### config.mk
export PLATFORM = sky130hd
export DESIGN_NAME = nnst_ctrl
export DESIGN_NICKNAME = d
export VERILOG_FILES = /design/src/hw/rtl/nnst_pkg.sv /design/src/hw/rtl/nnst_ctrl.sv
export SDC_FILE = /design/constraint.sdc
export NUM_CORES = 1
export LEC_CHECK = 0
export CAP_MARGIN = 20
export CORE_AREA = 3 3 40 42
export CTS_CLUSTER_DIAMETER = 60
export DETAILED_ROUTE_END_ITERATION = 6
export DIE_AREA = 0 0 43 45
export DONT_BUFFER_PORTS = 1
export GPL_TIMING_DRIVEN = 1
export MAX_ROUTING_LAYER = met4
export PLACE_DENSITY = 0.38
export SLEW_MARGIN = 10
export SYNTH_ARGS = -nofsm -noshare
export SYNTH_HDL_FRONTEND = slang
export SYNTH_SLANG_ARGS = --single-unit
export TNS_END_PERCENT = 100
### constraint.sdc
create_clock -name clk -period 1.6 [get_ports clk]
set_clock_uncertainty 0.15 [all_clocks]
set_input_delay 0.16 -clock clk [delete_from_list [all_inputs] [get_ports clk]]
set_output_delay 0.16 -clock clk [all_outputs]
set_load 0.01 [all_outputs]
### src/hw/rtl/nnst_pkg.sv
// ----------------------------------------------------------------------------
// nnst_pkg
// Shared constants, codes and controller/datapath signal groups for the
// nearest-neighbor step block.
// ----------------------------------------------------------------------------
package nnst_pkg;

  localparam int TABLE_DEPTH_DEF = 128;

  localparam int COORD_W  = 32;
  localparam int SLOT_W   = 7;
  localparam int ACT_W    = 8;
  localparam int STEP_W   = 31;
  localparam int EXCL_W   = 31;
  localparam int CFG_IDX_W = 2;
  localparam int CFG_DAT_W = 32;

  localparam int DIFF_W   = COORD_W + 1;       // |d| magnitude
  localparam int SQ_W     = 2 * DIFF_W;        // one square
  localparam int D2_W     = SQ_W;              // sum of three squares
  localparam int ROOT_W   = 50;                // floor(sqrt(D2 * 2^32))
  localparam int RAD_W    = 2 * ROOT_W;
  localparam int RREM_W   = ROOT_W + 2;
  localparam int PROD_W   = DIFF_W + STEP_W;
  localparam int DVD_W    = PROD_W + 16;
  localparam int QUO_W    = 32;
  localparam int ROOT_CNT_W = $clog2(ROOT_W + 1);
  localparam int DIV_CNT_W  = $clog2(DVD_W + 1);

  localparam logic       FUNC_LOAD = 1'b0;
  localparam logic       FUNC_MOVE = 1'b1;

  localparam logic [CFG_IDX_W-1:0] REG_ACTIVE = 2'd0;
  localparam logic [CFG_IDX_W-1:0] REG_STEP   = 2'd1;
  localparam logic [CFG_IDX_W-1:0] REG_EXCL   = 2'd2;

  localparam logic [ACT_W-1:0]  ACTIVE_RST = 8'd100;
  localparam logic [STEP_W-1:0] STEP_RST   = 31'd66;
  localparam logic [EXCL_W-1:0] EXCL_RST   = 31'd65536;

  typedef struct packed {
    logic load;
    logic capture;
    logic issue;
    logic kept_pass;
    logic root_start;
    logic mul;
    logic div_start;
    logic finish;
  } cmd_t;

  typedef struct packed {
    logic scan_done;
    logic pipe_busy;
    logic dir_zero;
    logic root_busy;
    logic div_busy;
    logic out_free;
  } stat_t;

endpackage

### src/hw/rtl/nnst_ctrl.sv
// ----------------------------------------------------------------------------
// nnst_ctrl
// Sequencer: load, scan, length pass, square root, multiply, divide, deliver.
// ----------------------------------------------------------------------------
module nnst_ctrl (
  input  logic            clk,
  input  logic            rst,
  input  logic            in_valid,
  input  logic            in_func,
  output logic            in_ready,
  input  nnst_pkg::stat_t st,
  output nnst_pkg::cmd_t  cmd
);

  localparam logic [2:0] S_IDLE  = 3'd0;
  localparam logic [2:0] S_SCAN  = 3'd1;
  localparam logic [2:0] S_FLUSH = 3'd2;
  localparam logic [2:0] S_LEN   = 3'd3;
  localparam logic [2:0] S_ROOT  = 3'd4;
  localparam logic [2:0] S_MUL   = 3'd5;
  localparam logic [2:0] S_DIV   = 3'd6;
  localparam logic [2:0] S_DONE  = 3'd7;

  logic [2:0] state, state_next;

  assign in_ready = (state == S_IDLE);

  always_comb begin
    state_next = state;
    cmd = '0;
    case (state)
      S_IDLE: begin
        if (in_valid) begin
          if (in_func == nnst_pkg::FUNC_LOAD) begin
            cmd.load = 1'b1;
          end else begin
            cmd.capture = 1'b1;
            state_next = S_SCAN;
          end
        end
      end
      S_SCAN: begin
        if (st.scan_done) state_next = S_FLUSH;
        else cmd.issue = 1'b1;
      end
      S_FLUSH: begin
        if (!st.pipe_busy) begin
          cmd.kept_pass = 1'b1;
          state_next = S_LEN;
        end
      end
      S_LEN: begin
        if (!st.pipe_busy) begin
          if (st.dir_zero) begin
            state_next = S_DONE;
          end else begin
            cmd.root_start = 1'b1;
            state_next = S_ROOT;
          end
        end
      end
      S_ROOT: begin
        if (!st.root_busy) begin
          cmd.mul = 1'b1;
          state_next = S_MUL;
        end
      end
      S_MUL: begin
        cmd.div_start = 1'b1;
        state_next = S_DIV;
      end
      S_DIV: begin
        if (!st.div_busy) state_next = S_DONE;
      end
      S_DONE: begin
        if (st.out_free) begin
          cmd.finish = 1'b1;
          state_next = S_IDLE;
        end
      end
      default: state_next = S_IDLE;
    endcase
  end

  always_ff @(posedge clk) begin
    if (rst) state <= S_IDLE;
    else state <= state_next;
  end

endmodule

After elaboration in Yosys (flattened, before gate mapping)
Cells that the tools add are included.
W data, S select, Z words.
{ "word_totals": {"reg_bits": 3, "output_inout_bits": 9, "elab_cells": 44} }
{ "classes": {"n_eq_ne": 15, "mux": 26, "n_reduce_logical": 2} }
{ "op_table": {"columns": ["cell", "n"], "rows": [
  ["$mux W3", 8],
  ["$pmux W3 S8", 1],
  ["$ne A2 B2 Y1 const B", 8],
  ["$mux W1", 14],
  ["$eq A3 B3 Y1 const B", 4],
  ["$reduce_and A8 Y1", 1],
  ["$eq A3 B2 Y1 const B", 2],
  ["$mux W2", 3],
  ["$eq A3 B1 Y1 const B", 1],
  ["$logic_not A3 Y1", 1]
]} }

Depth between registers and ports, before layout
{ "logic_depth": {"depth_word": 3, "mapped_depth": 5, "ltp_nobuf": 4} }

Worst setup path before layout
No wires, ideal clock.
{ "synth_timing": {"kind": "reg-to-output", "startpoint": "reg state[1]", "endpoint": "out cmd[6] (netlist name)", "arrival_time_ns": 1.124, "required_time_ns": 1.290, "setup_slack_ns": 0.166, "stages_incl_launch_ff": 4, "n_path_buf": 1, "cell_sequence": "dfxtp_1 > buf_2 > nor3_1 > and3_2"} }
{ "synth_rtl": {"columns": ["element", "line_no", "source"], "rows": [
  ["start: declaration", "nnst_ctrl.sv:24", "logic [2:0] state, state_next;"],
  ["start signal: assignment", "nnst_ctrl.sv:87", "else state <= state_next;"],
  ["end: declaration", "nnst_ctrl.sv:12", "output nnst_pkg::cmd_t cmd"]
]} }

==> impl_metrics.py <==
metrics = {
    "drt": {
        "drc": 0,
        "via_per_inst": 5.24,
        "wl_per_cell_um": 13.5,
        "drtPass1Iterations": 4,
        "drtIter0Drc": 7,
        "ant_nets": 0,
        "wl_met3_um": 82,
        "highest_layer": "met4",
        "wl_met2_um": 408,
        "vias": 309,
        "drt-met1-wl_um": 288,
        "totalWireLength_um": 795,
    },
    "cells_and_area": {
        "regMostFlops": "state",
        "final_common_cell": "buf_4",
        "areaGrowthSynthToFinish_pct": 42.6,
        "diodes": 0,
        "final_cell_mix": "6 x buf_4, 5 x nor2_1, 4 x nor3_1",
        "stdcell_count": 59,
        "utilization_pct": 29.0,
        "nets": 55,
        "layout-drive-gt1-share_pct": 43.2,
        "top_regs": "state (3)",
        "largest_reg_flops": 3,
    },
    "grt": {
        "first_global_vias": 318,
        "grt_overflow": 0,
        "grt_pass1_wl_mm": 1.32,
        "grt_max_degree": 11,
        "antenna_found_initial": 0,
        "grt_usage_pct": 9.43,
    },
    "setup_path": {
        "crit_path_end_kind": "output port",
        "cpPeakStageDelay_ps": 410,
        "rrSetupSlack_ps": 220,
        "path_cells": "inv_1, nor4_2, buf_4",
        "start_kind": "flip-flop",
        "required_ps": 1290,
        "path_class": "reg2out",
        "cp-startpoint": "state[0]",
        "arrival_ps": 1200,
        "r2r_cells": 2,
        "rr_endpoint": "state[0]",
        "critPathMaxFanout": 8,
        "worst_path_max_delay_cell": "dfxtp_2",
        "r2r-start": "state[1]",
    },
    "pwr": {
        "powerDensity_nw_per_um2": 742,
        "ir_drop_mv": 0.120,
        "p_leak_nw": 0.127,
    },
    "placement": {
        "gp_congestion": 0.673,
        "port_buffers": 0,
        "placedCellCount": 54,
        "hpwl_um": 581,
    },
    "cts": {
        "tritoncts": "done",
        "clk_latency_ps": 230,
        "cts.clk_slew.worst_paths_ps": 30,
        "root_buffer": "clkbuf_4",
        "postCtsSetupBuffers": 0,
        "numCtsBuffers": 3,
        "cts_max_level": 1,
        "cts.path.max_buffers": 2,
        "numClockSinks": 3,
    },
    "die": {
        "num_rows": 13,
        "die_w_um": 43,
        "core_um2": 1280,
        "io_pins": 19,
        "dieArea_um2": 1940,
        "die_h_um": 45,
        "start_util_pct": 20.4,
    },
    "sta": {
        "finalMaxSlewViolations": 0,
        "relSlewSlack_pct": 71.9,
        "period_share_pct": 94.1,
        "fin_crit_ps": 1510,
        "finalSetupViolCount": 0,
        "fmax_mhz": 664,
        "hold_viol": 0,
        "setup_tns_ps": 0,
        "tightest_slew_ps": 418,
    },
    "yosys": {
        "syn_area_um2": 262,
        "syn-num-nets": 46,
        "synth_cells": 36,
        "ys_seq_area_share_pct": 23.0,
        "ys.warnings.count": 0,
        "synth.distinct_cells": 19,
        "syn_avg_cell_area_um2": 7.26,
        "ys_ff_latch": 3,
    },
    "hold_path": {
        "hold_start": "rst",
        "hold_end": "state[0]",
        "hold_path.class": "in2reg",
        "holdPathStages": 3,
    },
    "run": {
        "maxCapViolations": 0,
    },
    "status": {
        "status": "finished, final reports clean",
    },
}
## metrics by stage
stage	total power, W	worst slack (ps)	area, um2	hold WS, ps
after floorplan	0.000126	166	262	79.1
after global placement	0.000139	203	305	87.9
after detailed placement	0.000139	174	305	83.3
after CTS	0.000282	62.2	345	2.86
after global routing	0.000293	-15.0	373	30.4
final	0.000277	94.9	373	7.78
## Yosys cell counts
cell | n | share of area, %
nor3_1 | 4 | 7.7
and3_2 | 1 | 2.9
mux4_2 | 1 | 8.6
a31oi_1 | 1 | 2.4
nand3_1 | 1 | 1.9
nor2b_1 | 1 | 2.4
buf_4 | 2 | 5.7
nor4b_1 | 1 | 3.3
dfxtp_1 | 3 | 23
or3_1 | 1 | 2.4
nand2b_1 | 1 | 2.4
buf_2 | 1 | 1.9
nor2_1 | 5 | 7.2
inv_1 | 2 | 2.9
a21oi_1 | 2 | 3.8
nor4_1 | 3 | 7.2
o32ai_2 | 1 | 6.2
nand2_1 | 3 | 4.3
o21ai_0 | 2 | 3.8
## metal layers
layer  track usage (%)  vias up
met3              1.59        2
met1              9.88      144
met2              15.9       16
met4              7.23        0
met5                 -        -
li1                  -      147
## final cells by class
class,count,area (um2)
Clock buffer,4,26.3
Sequential cell,3,66.3
Tap cell,15,18.8
Timing Repair Buffer,7,55.1
Fill cell,139,912
Multi-Input combinational cell,28,199
Inverter,2,7.51
## worst max-delay path: cells and delay by family, from the launching register on
kind,cells,cell delay (ps)
flops,1,410
buf+inv,2,290
simple gates,1,270
## cells by family (layout without fill, tap and decap cells)
| kind of cell | Yosys count | in the layout | share of synthesized area (%) |
|---|---|---|---|
| AOI/OAI and AO/OA | 6 | 6 | 16.3 |
| buffers and inverters | 5 | 13 | 10.5 |
| DFF | 3 | 3 | 23.0 |
| muxes | 1 | 1 | 8.61 |
| and+or+nand+nor | 21 | 21 | 41.6 |
## worst max-delay path by stage
stage	endpoint	depth (start not counted)
2_1_floorplan	cmd[6]	3
3_3_place_gp	state[0]	3
3_5_place_dp	state[0]	2
4_1_cts	cmd[3]	4
5_1_grt	cmd[3]	4
6_report	cmd[5]	3
## where the power goes
group          switching (W)  internal [W]
registers          0.0000102     0.0000789
logic              0.0000256     0.0000284
clock network      0.0000400     0.0000935
## what timing repair did
item	in CTS	in global routing
endpoints found under the hold margin	3	0
hold buffers	1	0
setup endpoints to repair	4	4
resized for setup	3	5
No activity file was read; power rests on OpenSTA's default activity.
